## src/hw/rtl/bcr_pkg.sv

```systemverilog
`timescale 1ns / 1ps
// ----------------------------------------------------------------------------
// bcr_pkg: shared types and constants of the digit correction router
// Item layouts, the request record passed from front to back, register
// indexes and the small digit arithmetic helpers.
// ----------------------------------------------------------------------------
package bcr_pkg;

  localparam int unsigned NUM_LVL   = 4;   // levels addressable by a 2-bit level
  localparam int unsigned ID_W      = 16;
  localparam int unsigned SW_W      = 12;
  localparam int unsigned DIG_W     = 4;   // base up to 16
  localparam int unsigned WT_W      = 13;  // n^k for k <= 3, n <= 16
  localparam int unsigned ACC_W     = 17;  // n^(k+1) and digit-weight sums
  localparam int unsigned BASE_W    = 5;
  localparam int unsigned LVL_W     = 2;
  localparam int unsigned CFG_IDX_W = 1;
  localparam int unsigned QDEPTH    = 2;
  localparam int unsigned QPTR_W    = $clog2(QDEPTH);
  localparam int unsigned QCNT_W    = $clog2(QDEPTH + 1);

  localparam logic [BASE_W-1:0] BASE_MIN  = 5'd2;
  localparam logic [BASE_W-1:0] BASE_MAX  = 5'd16;
  localparam logic [BASE_W-1:0] PORTS_RST = 5'd4;
  localparam logic [LVL_W-1:0]  TOP_RST   = 2'd1;

  localparam logic [CFG_IDX_W-1:0] REG_PORTS = 1'd0;
  localparam logic [CFG_IDX_W-1:0] REG_TOP   = 1'd1;

  typedef logic [DIG_W-1:0] digit_t;
  typedef logic [WT_W-1:0]  weight_t;
  typedef logic [ACC_W-1:0] acc_t;

  typedef enum logic [2:0] {
    K_ROUTE = 3'b001,
    K_EQUAL = 3'b010,
    K_ERROR = 3'b100
  } req_kind_t;

  typedef struct packed {
    logic [ID_W-1:0] source_server;
    logic [ID_W-1:0] dest_server;
    logic [LVL_W-1:0] start_level;
  } in_item_t;

  typedef struct packed {
    logic [ID_W-1:0] from_server;
    logic [SW_W-1:0] switch_idx;
    logic [LVL_W-1:0] hop_level;
    logic [ID_W-1:0] to_server;
    logic hop_valid;
    logic range_error;
    logic last_hop;
  } out_item_t;

  typedef struct packed {
    logic [ID_W-1:0]          src;
    digit_t [NUM_LVL-1:0]     cur;
    digit_t [NUM_LVL-1:0]     dd;
    weight_t [NUM_LVL-1:0]    wt;
    logic [LVL_W-1:0]         start;
    logic [LVL_W-1:0]         top;
    req_kind_t                kind;
  } req_t;

  function automatic acc_t mul_dw(digit_t dig, weight_t wt);
    mul_dw = ACC_W'(dig) * ACC_W'(wt);
  endfunction

  // largest digit d with d * wt <= rem; compares run side by side
  function automatic digit_t digit_of(logic [ID_W-1:0] rem, weight_t wt);
    digit_t dig;
    dig = '0;
    for (int d = 1; d < (1 << DIG_W); d++) begin
      if (mul_dw(DIG_W'(d), wt) <= ACC_W'(rem)) begin
        dig = DIG_W'(d);
      end
    end
    digit_of = dig;
  endfunction

endpackage

```

## src/hw/rtl/bcr_front.sv

```systemverilog
`timescale 1ns / 1ps
// ----------------------------------------------------------------------------
// bcr_front: request intake and classification
// Captures a request, builds the level weights n^L, range checks the ids and
// splits both ids into digits, most significant level first.
// ----------------------------------------------------------------------------
module bcr_front #(
  parameter int unsigned MAX_LEVELS  = 4,
  parameter int unsigned SERVER_BITS = 16
) (
  input  logic                           clk,
  input  logic                           rst_n,
  input  logic                           in_valid,
  output logic                           in_stall,
  input  bcr_pkg::in_item_t              in_data,
  input  logic [bcr_pkg::BASE_W-1:0]     cfg_ports,
  input  logic [bcr_pkg::LVL_W-1:0]      cfg_top,
  output logic                           q_push,
  output bcr_pkg::req_t                  q_wdata,
  input  logic                           q_full
);
  import bcr_pkg::*;

  localparam int unsigned LVL_CAP  = (MAX_LEVELS > NUM_LVL) ? NUM_LVL : MAX_LEVELS;
  localparam logic [LVL_W-1:0] TOP_CAP = LVL_W'(LVL_CAP - 1);
  localparam int unsigned CAP_BITS = (SERVER_BITS < ID_W) ? SERVER_BITS : ID_W;
  localparam logic [ID_W-1:0] ID_MASK = ID_W'((33'd1 << CAP_BITS) - 33'd1);

  typedef enum logic [4:0] {
    F_IDLE  = 5'b00001,
    F_POW   = 5'b00010,
    F_CHECK = 5'b00100,
    F_SPLIT = 5'b01000,
    F_PUSH  = 5'b10000
  } fstate_t;

  fstate_t state_r, state_nxt;
  logic [ID_W-1:0] src_r, src_nxt, dst_r, dst_nxt;
  logic [LVL_W-1:0] start_r, start_nxt, top_r, top_nxt, idx_r, idx_nxt;
  logic [BASE_W-1:0] base_r, base_nxt;
  acc_t pow_r, pow_nxt;
  weight_t [NUM_LVL-1:0] wt_r, wt_nxt;
  logic [ID_W-1:0] rs_r, rs_nxt, rd_r, rd_nxt;
  digit_t [NUM_LVL-1:0] cur_r, cur_nxt, dd_r, dd_nxt;
  req_kind_t kind_r, kind_nxt;

  logic in_acc;
  logic bad;
  digit_t dig_s, dig_d;

  assign in_stall = !rst_n || (state_r != F_IDLE);
  assign in_acc   = in_valid && !in_stall;

  assign dig_s = digit_of(rs_r, wt_r[idx_r]);
  assign dig_d = digit_of(rd_r, wt_r[idx_r]);

  assign bad = (ACC_W'(src_r) >= pow_r) || (ACC_W'(dst_r) >= pow_r) ||
               (start_r > top_r) || (|((src_r | dst_r) & ~ID_MASK));

  always_comb begin
    state_nxt = state_r;
    src_nxt   = src_r;
    dst_nxt   = dst_r;
    start_nxt = start_r;
    top_nxt   = top_r;
    idx_nxt   = idx_r;
    base_nxt  = base_r;
    pow_nxt   = pow_r;
    wt_nxt    = wt_r;
    rs_nxt    = rs_r;
    rd_nxt    = rd_r;
    cur_nxt   = cur_r;
    dd_nxt    = dd_r;
    kind_nxt  = kind_r;
    case (state_r)
      F_IDLE: begin
        if (in_acc) begin
          src_nxt   = in_data.source_server;
          dst_nxt   = in_data.dest_server;
          start_nxt = in_data.start_level;
          base_nxt  = (cfg_ports < BASE_MIN) ? BASE_MIN :
                      (cfg_ports > BASE_MAX) ? BASE_MAX : cfg_ports;
          top_nxt   = (cfg_top > TOP_CAP) ? TOP_CAP : cfg_top;
          idx_nxt   = '0;
          pow_nxt   = ACC_W'(1);
          wt_nxt    = '0;
          cur_nxt   = '0;
          dd_nxt    = '0;
          state_nxt = F_POW;
        end
      end
      F_POW: begin
        // one weight a cycle; pow ends at n^(k+1)
        wt_nxt[idx_r] = pow_r[WT_W-1:0];
        pow_nxt       = pow_r * ACC_W'(base_r);
        if (idx_r == top_r) begin
          state_nxt = F_CHECK;
        end else begin
          idx_nxt = idx_r + LVL_W'(1);
        end
      end
      F_CHECK: begin
        if (bad) begin
          kind_nxt  = K_ERROR;
          state_nxt = F_PUSH;
        end else if (src_r == dst_r) begin
          kind_nxt  = K_EQUAL;
          state_nxt = F_PUSH;
        end else begin
          kind_nxt  = K_ROUTE;
          rs_nxt    = src_r;
          rd_nxt    = dst_r;
          idx_nxt   = top_r;
          state_nxt = F_SPLIT;
        end
      end
      F_SPLIT: begin
        // one digit of each id a cycle, top level down
        cur_nxt[idx_r] = dig_s;
        dd_nxt[idx_r]  = dig_d;
        rs_nxt = rs_r - ID_W'(mul_dw(dig_s, wt_r[idx_r]));
        rd_nxt = rd_r - ID_W'(mul_dw(dig_d, wt_r[idx_r]));
        if (idx_r == '0) begin
          state_nxt = F_PUSH;
        end else begin
          idx_nxt = idx_r - LVL_W'(1);
        end
      end
      F_PUSH: begin
        if (!q_full) begin
          state_nxt = F_IDLE;
        end
      end
      default: begin
        state_nxt = F_IDLE;
      end
    endcase
  end

  always_ff @(posedge clk) begin
    if (!rst_n) begin
      state_r <= F_IDLE;
    end else begin
      state_r <= state_nxt;
    end
  end

  always_ff @(posedge clk) begin
    src_r   <= src_nxt;
    dst_r   <= dst_nxt;
    start_r <= start_nxt;
    top_r   <= top_nxt;
    idx_r   <= idx_nxt;
    base_r  <= base_nxt;
    pow_r   <= pow_nxt;
    wt_r    <= wt_nxt;
    rs_r    <= rs_nxt;
    rd_r    <= rd_nxt;
    cur_r   <= cur_nxt;
    dd_r    <= dd_nxt;
    kind_r  <= kind_nxt;
  end

  assign q_push = (state_r == F_PUSH) && !q_full;

  always_comb begin
    q_wdata       = '0;
    q_wdata.src   = src_r;
    q_wdata.cur   = cur_r;
    q_wdata.dd    = dd_r;
    q_wdata.wt    = wt_r;
    q_wdata.start = start_r;
    q_wdata.top   = top_r;
    q_wdata.kind  = kind_r;
  end

  // a checked id never yields a digit at or above the base
  a_digit_below_base: assert property (@(posedge clk) disable iff (!rst_n)
    state_r == F_SPLIT |-> ({1'b0, dig_s} < base_r) && ({1'b0, dig_d} < base_r))
    else $error("digit split produced a digit outside the base");

  // a route request leaves the split with both ids fully consumed
  a_split_complete: assert property (@(posedge clk) disable iff (!rst_n)
    state_r == F_PUSH && kind_r == K_ROUTE |-> rs_r == '0 && rd_r == '0)
    else $error("digit split left a remainder");

endmodule

```

## src/hw/rtl/bcr_queue.sv

```systemverilog
`timescale 1ns / 1ps
// ----------------------------------------------------------------------------
// bcr_queue: request queue between front and back
// Two-entry first-in first-out store of classified requests.
// ----------------------------------------------------------------------------
module bcr_queue (
  input  logic          clk,
  input  logic          rst_n,
  input  logic          push,
  input  bcr_pkg::req_t wdata,
  output logic          full,
  input  logic          pop,
  output bcr_pkg::req_t rdata,
  output logic          empty
);
  import bcr_pkg::*;

  req_t ent_r [QDEPTH];
  logic [QPTR_W-1:0] wp_r, wp_nxt, rp_r, rp_nxt;
  logic [QCNT_W-1:0] cnt_r, cnt_nxt;

  assign full  = (cnt_r == QCNT_W'(QDEPTH));
  assign empty = (cnt_r == '0);
  assign rdata = ent_r[rp_r];

  always_comb begin
    wp_nxt  = wp_r;
    rp_nxt  = rp_r;
    cnt_nxt = cnt_r;
    if (push) begin
      wp_nxt = (wp_r == QPTR_W'(QDEPTH - 1)) ? '0 : wp_r + QPTR_W'(1);
    end
    if (pop) begin
      rp_nxt = (rp_r == QPTR_W'(QDEPTH - 1)) ? '0 : rp_r + QPTR_W'(1);
    end
    if (push && !pop) begin
      cnt_nxt = cnt_r + QCNT_W'(1);
    end else if (pop && !push) begin
      cnt_nxt = cnt_r - QCNT_W'(1);
    end
  end

  always_ff @(posedge clk) begin
    if (!rst_n) begin
      wp_r  <= '0;
      rp_r  <= '0;
      cnt_r <= '0;
    end else begin
      wp_r  <= wp_nxt;
      rp_r  <= rp_nxt;
      cnt_r <= cnt_nxt;
    end
  end

  always_ff @(posedge clk) begin
    if (push) begin
      ent_r[wp_r] <= wdata;
    end
  end

endmodule

```

## src/hw/rtl/bcr_back.sv

```systemverilog
`timescale 1ns / 1ps
// ----------------------------------------------------------------------------
// bcr_back: hop generation
// Walks the levels from the start level downwards, wrapping at zero, and for
// each differing digit builds one hop by accumulating the switch id and the
// corrected server id one level a cycle.
// ----------------------------------------------------------------------------
module bcr_back (
  input  logic               clk,
  input  logic               rst_n,
  input  logic               q_empty,
  output logic               q_pop,
  input  bcr_pkg::req_t      q_rdata,
  output logic               out_valid,
  input  logic               out_stall,
  output bcr_pkg::out_item_t out_data
);
  import bcr_pkg::*;

  typedef enum logic [3:0] {
    B_IDLE = 4'b0001,
    B_SCAN = 4'b0010,
    B_ACC  = 4'b0100,
    B_EMIT = 4'b1000
  } bstate_t;

  bstate_t state_r, state_nxt;
  logic [ID_W-1:0] from_r, from_nxt;
  digit_t [NUM_LVL-1:0] cur_r, cur_nxt, dd_r, dd_nxt;
  weight_t [NUM_LVL-1:0] wt_r, wt_nxt;
  logic [LVL_W-1:0] top_r, top_nxt, lvl_r, lvl_nxt, l_r, l_nxt;
  logic [NUM_LVL-1:0] rem_r, rem_nxt;
  acc_t sw_acc_r, sw_acc_nxt, to_acc_r, to_acc_nxt;
  out_item_t res_r, res_nxt;
  logic out_valid_r, out_valid_nxt;
  out_item_t out_data_r, out_data_nxt;

  logic out_load;
  logic [LVL_W-1:0] lvl_step;
  logic [NUM_LVL-1:0] diff_mask, rem_clr;
  weight_t sw_wt;
  acc_t sw_sum, to_sum;

  assign q_pop    = (state_r == B_IDLE) && !q_empty;
  assign out_load = (state_r == B_EMIT) && (!out_valid_r || !out_stall);
  assign lvl_step = (lvl_r == '0) ? top_r : lvl_r - LVL_W'(1);

  always_comb begin
    for (int l = 0; l < NUM_LVL; l++) begin
      diff_mask[l] = (LVL_W'(l) <= q_rdata.top) && (q_rdata.cur[l] != q_rdata.dd[l]);
    end
    rem_clr        = rem_r;
    rem_clr[lvl_r] = 1'b0;
  end

  // switch weight: levels above the hop level move down one place
  always_comb begin
    if (l_r < lvl_r) begin
      sw_wt = wt_r[l_r];
    end else if (l_r > lvl_r) begin
      sw_wt = wt_r[l_r - LVL_W'(1)];
    end else begin
      sw_wt = '0;
    end
  end

  assign sw_sum = sw_acc_r + mul_dw(cur_r[l_r], sw_wt);
  assign to_sum = to_acc_r + mul_dw((l_r == lvl_r) ? dd_r[l_r] : cur_r[l_r], wt_r[l_r]);

  always_comb begin
    state_nxt  = state_r;
    from_nxt   = from_r;
    cur_nxt    = cur_r;
    dd_nxt     = dd_r;
    wt_nxt     = wt_r;
    top_nxt    = top_r;
    lvl_nxt    = lvl_r;
    l_nxt      = l_r;
    rem_nxt    = rem_r;
    sw_acc_nxt = sw_acc_r;
    to_acc_nxt = to_acc_r;
    res_nxt    = res_r;
    case (state_r)
      B_IDLE: begin
        if (q_pop) begin
          res_nxt = '0;
          case (q_rdata.kind)
            K_ROUTE: begin
              from_nxt  = q_rdata.src;
              cur_nxt   = q_rdata.cur;
              dd_nxt    = q_rdata.dd;
              wt_nxt    = q_rdata.wt;
              top_nxt   = q_rdata.top;
              lvl_nxt   = q_rdata.start;
              rem_nxt   = diff_mask;
              state_nxt = B_SCAN;
            end
            K_EQUAL: begin
              res_nxt.from_server = q_rdata.src;
              res_nxt.to_server   = q_rdata.src;
              res_nxt.hop_level   = q_rdata.start;
              res_nxt.last_hop    = 1'b1;
              state_nxt           = B_EMIT;
            end
            default: begin
              res_nxt.range_error = 1'b1;
              res_nxt.last_hop    = 1'b1;
              state_nxt           = B_EMIT;
            end
          endcase
        end
      end
      B_SCAN: begin
        if (rem_r[lvl_r]) begin
          l_nxt      = '0;
          sw_acc_nxt = '0;
          to_acc_nxt = '0;
          state_nxt  = B_ACC;
        end else begin
          lvl_nxt = lvl_step;
        end
      end
      B_ACC: begin
        sw_acc_nxt = sw_sum;
        to_acc_nxt = to_sum;
        if (l_r == top_r) begin
          res_nxt.from_server = from_r;
          res_nxt.switch_idx  = sw_sum[SW_W-1:0];
          res_nxt.hop_level   = lvl_r;
          res_nxt.to_server   = to_sum[ID_W-1:0];
          res_nxt.hop_valid   = 1'b1;
          res_nxt.range_error = 1'b0;
          res_nxt.last_hop    = (rem_clr == '0);
          cur_nxt[lvl_r]      = dd_r[lvl_r];
          from_nxt            = to_sum[ID_W-1:0];
          rem_nxt             = rem_clr;
          lvl_nxt             = lvl_step;
          state_nxt           = B_EMIT;
        end else begin
          l_nxt = l_r + LVL_W'(1);
        end
      end
      B_EMIT: begin
        if (out_load) begin
          state_nxt = res_r.last_hop ? B_IDLE : B_SCAN;
        end
      end
      default: begin
        state_nxt = B_IDLE;
      end
    endcase
  end

  always_comb begin
    out_data_nxt = out_load ? res_r : out_data_r;
    if (out_load) begin
      out_valid_nxt = 1'b1;
    end else if (!out_stall) begin
      out_valid_nxt = 1'b0;
    end else begin
      out_valid_nxt = out_valid_r;
    end
  end

  always_ff @(posedge clk) begin
    if (!rst_n) begin
      state_r     <= B_IDLE;
      out_valid_r <= 1'b0;
    end else begin
      state_r     <= state_nxt;
      out_valid_r <= out_valid_nxt;
    end
  end

  always_ff @(posedge clk) begin
    from_r     <= from_nxt;
    cur_r      <= cur_nxt;
    dd_r       <= dd_nxt;
    wt_r       <= wt_nxt;
    top_r      <= top_nxt;
    lvl_r      <= lvl_nxt;
    l_r        <= l_nxt;
    rem_r      <= rem_nxt;
    sw_acc_r   <= sw_acc_nxt;
    to_acc_r   <= to_acc_nxt;
    res_r      <= res_nxt;
    out_data_r <= out_data_nxt;
  end

  assign out_valid = out_valid_r;
  assign out_data  = out_data_r;

  // a hop is only built at a level whose digit still differs
  a_hop_level_pending: assert property (@(posedge clk) disable iff (!rst_n)
    state_r == B_ACC |-> rem_r[lvl_r])
    else $error("hop built at a level with no pending correction");

  // once a hop is built its level carries the destination digit
  a_digit_corrected: assert property (@(posedge clk) disable iff (!rst_n)
    state_r == B_ACC && l_r == top_r |=> cur_r[$past(lvl_r)] == dd_r[$past(lvl_r)])
    else $error("hop level digit not corrected");

  // the last flag of a real hop matches the pending level mask
  a_last_matches_mask: assert property (@(posedge clk) disable iff (!rst_n)
    state_r == B_EMIT && res_r.hop_valid |-> res_r.last_hop == (rem_r == '0))
    else $error("last hop flag disagrees with pending levels");

  // a rejected request gives a single result and no hop
  a_error_shape: assert property (@(posedge clk) disable iff (!rst_n)
    out_valid_r && out_data_r.range_error |-> !out_data_r.hop_valid && out_data_r.last_hop)
    else $error("rejected request result malformed");

endmodule

```

## src/hw/rtl/bcube_digit_correction_router.sv

```systemverilog
`timescale 1ns / 1ps
// ----------------------------------------------------------------------------
// bcube_digit_correction_router: source route builder for a BCube fabric
// Turns a source/destination server pair into the list of hops that corrects
// one address digit per level.
// ----------------------------------------------------------------------------
// Usage:
//   Input channel (in_valid / in_stall / in_data): one item is a request of
//   source server, destination server and start level. Output channel
//   (out_valid / out_stall / out_data): one to four items per request, the
//   final one carrying last_hop. Rejected and same-server requests give one
//   item each.
//   cfg_we / cfg_index / cfg_wdata write the base (ports per switch) and the
//   top level; write them only while no request is in flight.
// Processing steps, with k the effective top level:
//   front: intake, k+1 power steps, check, k+1 digit steps for a routed
//   request, hand-over; a rejected or same-server one skips the digit steps;
//   each step is one pass of the weight multiplier or the digit comparators.
//   back: a rejected or same-server request goes straight from intake to
//   emit; a route scans the levels and builds each hop by accumulating the
//   switch id one level a cycle. A two-entry queue lets the front classify
//   the next request while the back emits hops.
// Reset: rst_n is synchronous; it empties front, queue and back and loads
//   base 4 and top level 1. in_stall is held high during reset.
// Receiver stall: the output register holds its item; the back and then
//   the queue and front fill up and in_stall rises; nothing is dropped.
// ----------------------------------------------------------------------------
module bcube_digit_correction_router #(
  parameter int unsigned MAX_LEVELS  = 4,
  parameter int unsigned SERVER_BITS = 16
) (
  input  logic                            clk,
  input  logic                            rst_n,
  input  logic                            in_valid,
  output logic                            in_stall,
  input  bcr_pkg::in_item_t               in_data,
  output logic                            out_valid,
  input  logic                            out_stall,
  output bcr_pkg::out_item_t              out_data,
  input  logic                            cfg_we,
  input  logic [bcr_pkg::CFG_IDX_W-1:0]   cfg_index,
  input  logic [bcr_pkg::BASE_W-1:0]      cfg_wdata
);
  import bcr_pkg::*;

  // configuration registers
  logic [BASE_W-1:0] ports_r, ports_nxt;
  logic [LVL_W-1:0]  top_r, top_nxt;

  // front to queue, queue to back
  logic q_push, q_full, q_pop, q_empty;
  req_t q_wdata, q_rdata;

  always_comb begin
    ports_nxt = ports_r;
    top_nxt   = top_r;
    if (cfg_we) begin
      case (cfg_index)
        REG_PORTS: ports_nxt = cfg_wdata;
        REG_TOP:   top_nxt   = cfg_wdata[LVL_W-1:0];
        default:   ;
      endcase
    end
  end

  always_ff @(posedge clk) begin
    if (!rst_n) begin
      ports_r <= PORTS_RST;
      top_r   <= TOP_RST;
    end else begin
      ports_r <= ports_nxt;
      top_r   <= top_nxt;
    end
  end

  // classify and split the request into digits
  bcr_front #(
    .MAX_LEVELS  (MAX_LEVELS),
    .SERVER_BITS (SERVER_BITS)
  ) u_front (
    .clk       (clk),
    .rst_n     (rst_n),
    .in_valid  (in_valid),
    .in_stall  (in_stall),
    .in_data   (in_data),
    .cfg_ports (ports_r),
    .cfg_top   (top_r),
    .q_push    (q_push),
    .q_wdata   (q_wdata),
    .q_full    (q_full)
  );

  // hold classified requests until the back is free
  bcr_queue u_queue (
    .clk   (clk),
    .rst_n (rst_n),
    .push  (q_push),
    .wdata (q_wdata),
    .full  (q_full),
    .pop   (q_pop),
    .rdata (q_rdata),
    .empty (q_empty)
  );

  // emit the hops, one output item at a time
  bcr_back u_back (
    .clk       (clk),
    .rst_n     (rst_n),
    .q_empty   (q_empty),
    .q_pop     (q_pop),
    .q_rdata   (q_rdata),
    .out_valid (out_valid),
    .out_stall (out_stall),
    .out_data  (out_data)
  );

endmodule
```

## config.mk

```make
export PLATFORM = sky130hd
export DESIGN_NAME = bcube_digit_correction_router
export DESIGN_NICKNAME = d
export VERILOG_FILES = /design/src/hw/rtl/bcr_pkg.sv /design/src/hw/rtl/bcr_front.sv /design/src/hw/rtl/bcr_queue.sv /design/src/hw/rtl/bcr_back.sv /design/src/hw/rtl/bcube_digit_correction_router.sv
export SDC_FILE = /design/constraint.sdc
export NUM_CORES = 2
export LEC_CHECK = 0
export ABC_AREA = 1
export BUFFER_PORTS_ARGS = -buffer_cell sky130_fd_sc_hd__buf_2
export CORE_ASPECT_RATIO = 1.2
export CORE_MARGIN = 4
export CORE_UTILIZATION = 60
export CTS_BUF_LIST = sky130_fd_sc_hd__clkbuf_4 sky130_fd_sc_hd__clkbuf_8
export DETAILED_ROUTE_END_ITERATION = 16
export PLACE_DENSITY = 0.89
export SLEW_MARGIN = 25
export SYNTH_ARGS = -nofsm -noshare
export SYNTH_HDL_FRONTEND = slang
export SYNTH_SLANG_ARGS = --single-unit
```

## constraint.sdc

```tcl
create_clock -name clk -period 27.5 [get_ports clk]
set_input_delay 5.5 -clock clk [delete_from_list [all_inputs] [get_ports clk]]
set_output_delay 5.5 -clock clk [all_outputs]
set_load 0.1 [all_outputs]
```

==> impl_results.md <==
- Status: finished, final reports clean
- Final WL: 148 mm
- Required time worst endpoint: 27.99 ns
- #FFs+latches synth: 651
- CORE AREA: 84600 um^2
- Slew Viols, Final: 0
- FF-to-FF End: u_front.rs_r[11]
- GPL Wtd Cong: 0.999
- Clock sink count: 651
- Minimum clock period: 12.10 ns
- WS Path Type: reg2reg
- CTS-repair resized insts: 0
- Most used cell, CP: inv_1
- Length in cells of the worst reg-to-reg path: 52
- Die Width: 274 um
- Rows: 117
- Setup Buffers After CTS: 0
- Worst Path Arrival: 12.59 ns
- Async SR Flop Fraction: 0
- Skew-Pair Late Insertion Delay: 0.78 ns
- DP HPWL: 106 mm
- Routed vias: 42300
- Hold path depth: 0
- Routed len/inst: 21.1 um
- Synth area leader: edfxtp_1
- Area growth, synth to finish: 7.70%
- I/O Pins: 96
- Largest net degree at the start of global routing: 86
- Initial antenna violation count: 2
- Ys flop type: edfxtp_1
- Register clock-pin slew on the reported worst setup and hold paths: 0.09 ns
- Mean post-synth cell area: 9.01 um^2
- Setup crit start kind: register
- Top-area cell type share of the netlist area: 0.369
- Fin crit share: 0.440
- Largest stage delay, worst path: 0.62 ns
- # nets final: 6741
- Max_slew headroom: 0.292
- Proportion of layout cells with a drive suffix above 1: 0.0717
- H-tree levels: 3
- Worst slew pin tran: 1.06 ns
- End of the worst hold path: u_back.out_data[25]
- CTS max path bufs: 3
- TritonCTS clock tree: done
- Pre-antenna DRT Iters: 8
- Cell with the most instances after synthesis: nand2_1
- Port-buffer cells: 95
- FF-to-FF Start: u_front.idx_r[0]
- Total of warnings raised by yosys: 0
- Hold wc startpoint: u_back.res_r[25]
- Critical Path Fanout Max: 20
- RSZ-0062 raised after global routing: false
- Total global-route track usage: 0.325
- Fin Setup TNS: 0 ns
- Clk root buf: clkbuf_8
- # setup viols final: 0
- Synth Cell Area: 51100 um^2
- Starting Density: 0.604
- Hold Path Class: reg2reg
- Max cap viols: 0
- Vias in the first global route: 42300
- Iter 0 DRT Violations: 4335
- Clock buffers created by TritonCTS: 93
- Synth Net Count: 6601
- Post-synth EDFFs: 629
- DRC viols: 0
- CP Capture Type: register
- Synth top area cells: edfxtp_1, ha_1, nand2_1
- R2R Setup Slk: 15.40 ns
- Global-route wire length before repair: 226 mm
- Final hold violation count: 0
- Post-synth top cells: nand2_1, inv_1, ha_1
- Routed vias/inst: 6.03
- Post-CTS Hold Buffers: 0
- Die area: 90000 um^2
- Number of distinct library cells after synthesis: 71
- GR Overflow Total: 0
- Slowest stage cell, crit path: edfxtp_1
- Post-Synthesis Cells: 5676
- Post-route ant nets: 0
- Die height: 328 um
- Register area share after synthesis: 0.378
- Max Fclk: 82.7 MHz
- Layout Skew: 0.0938 ns
==> critical path, delay by kind of cell, from the launching register on <==
kind | cells | cell delay, ns
compound gates | 13 | 2.31
flops | 1 | 0.62
fa+ha+maj | 8 | 3.49
buf+inv | 11 | 2.01
simple gates | 18 | 2.88
xor+xnor | 2 | 0.40
==> kinds of logic (layout without fill, tap and decap cells) <==
| group | Yosys count | after routing | share of synthesized area |
|---|---|---|---|
| AND/OR/NAND/NOR | 2170 | 2170 | 0.176 |
| buffers and inverters | 926 | 1138 | 0.0697 |
| adder cells (fa/ha/maj) | 880 | 880 | 0.248 |
| AO/OA/AOI/OAI | 874 | 874 | 0.0977 |
| flip-flops | 651 | 651 | 0.378 |
| XOR/XNOR | 159 | 159 | 0.0272 |
| multiplexers | 16 | 16 | 0.00313 |
| other | 0 | 2 | 0 |
==> worst max path at each step <==
stage	depth (start not counted)	startpoint	to	slack, ns
final	52	u_front.idx_r[0]	u_front.rs_r[11]	15.40
after global routing	52	u_front.idx_r[0]	u_front.rs_r[11]	14.83
after CTS	3	rst_n	in_stall	15.67
after detailed placement	3	rst_n	in_stall	15.68
after global placement	3	rst_n	in_stall	15.71
after floorplan	1	rst_n	in_stall	15.85
==> cell type report <==
cell class	instances	area [um^2]
flip-flops and latches	651	19300
inverters	809	3050
multi-input cells	4099	28300
well taps	1130	1410
diodes	2	5.00
clock inverters	35	303
fillers	6242	29600
clock buffers	132	1650
repair buffers	162	1010
==> routing by layer <==
layer / track usage / vias up / part of all wire
met4: 0.259 / 0 / 0.098
met5: 0 / - / 0
li1: - / 19300 / -
met2: 0.543 / 2584 / 0.47
met3: 0.0642 / 784 / 0.096
met1: 0.360 / 19600 / 0.34
==> per-stage QoR <==
stage          setup slack, ns   util  cells  area, um^2  hold WS [ns]
6_report                 15.40  0.651   7020       55100         0.379
5_1_grt                  14.83  0.651   7019       55100         0.416
4_1_cts                  15.67  0.650   7016       55000         0.411
3_5_place_dp             15.68  0.627   6849       53100         0.405
3_3_place_gp             15.71  0.627   6849       53100         0.402
2_1_floorplan            15.85      -   5676       51100         0.400
==> cell usage in the layout, fill, tap and decap left out, drive strengths merged, types with 60 or more instances in the layout <==
cell type	Yosys	layout
nand2	1421	1421
clkbuf	86	132
ha	655	655
edfxtp	629	629
a21oi	375	375
buf	31	162
o21ai	298	298
nand4	60	60
inv	799	807
nand3	184	184
nor2	394	394
fa	225	225
xor2	101	101
==> registers in the layout (all words and copies together) (netlist names), 17 cells and up, named ones only <==
signal,count
u_back.wt_r,52
u_queue.ent_r,214
u_front.q_wdata,84
u_back.res_r,49
u_back.out_data,49
u_front.pow_r,17
Power is left out: the tool's default activity adds up to more than one toggle a clock period on the data nets, which glitch-free logic cannot reach.
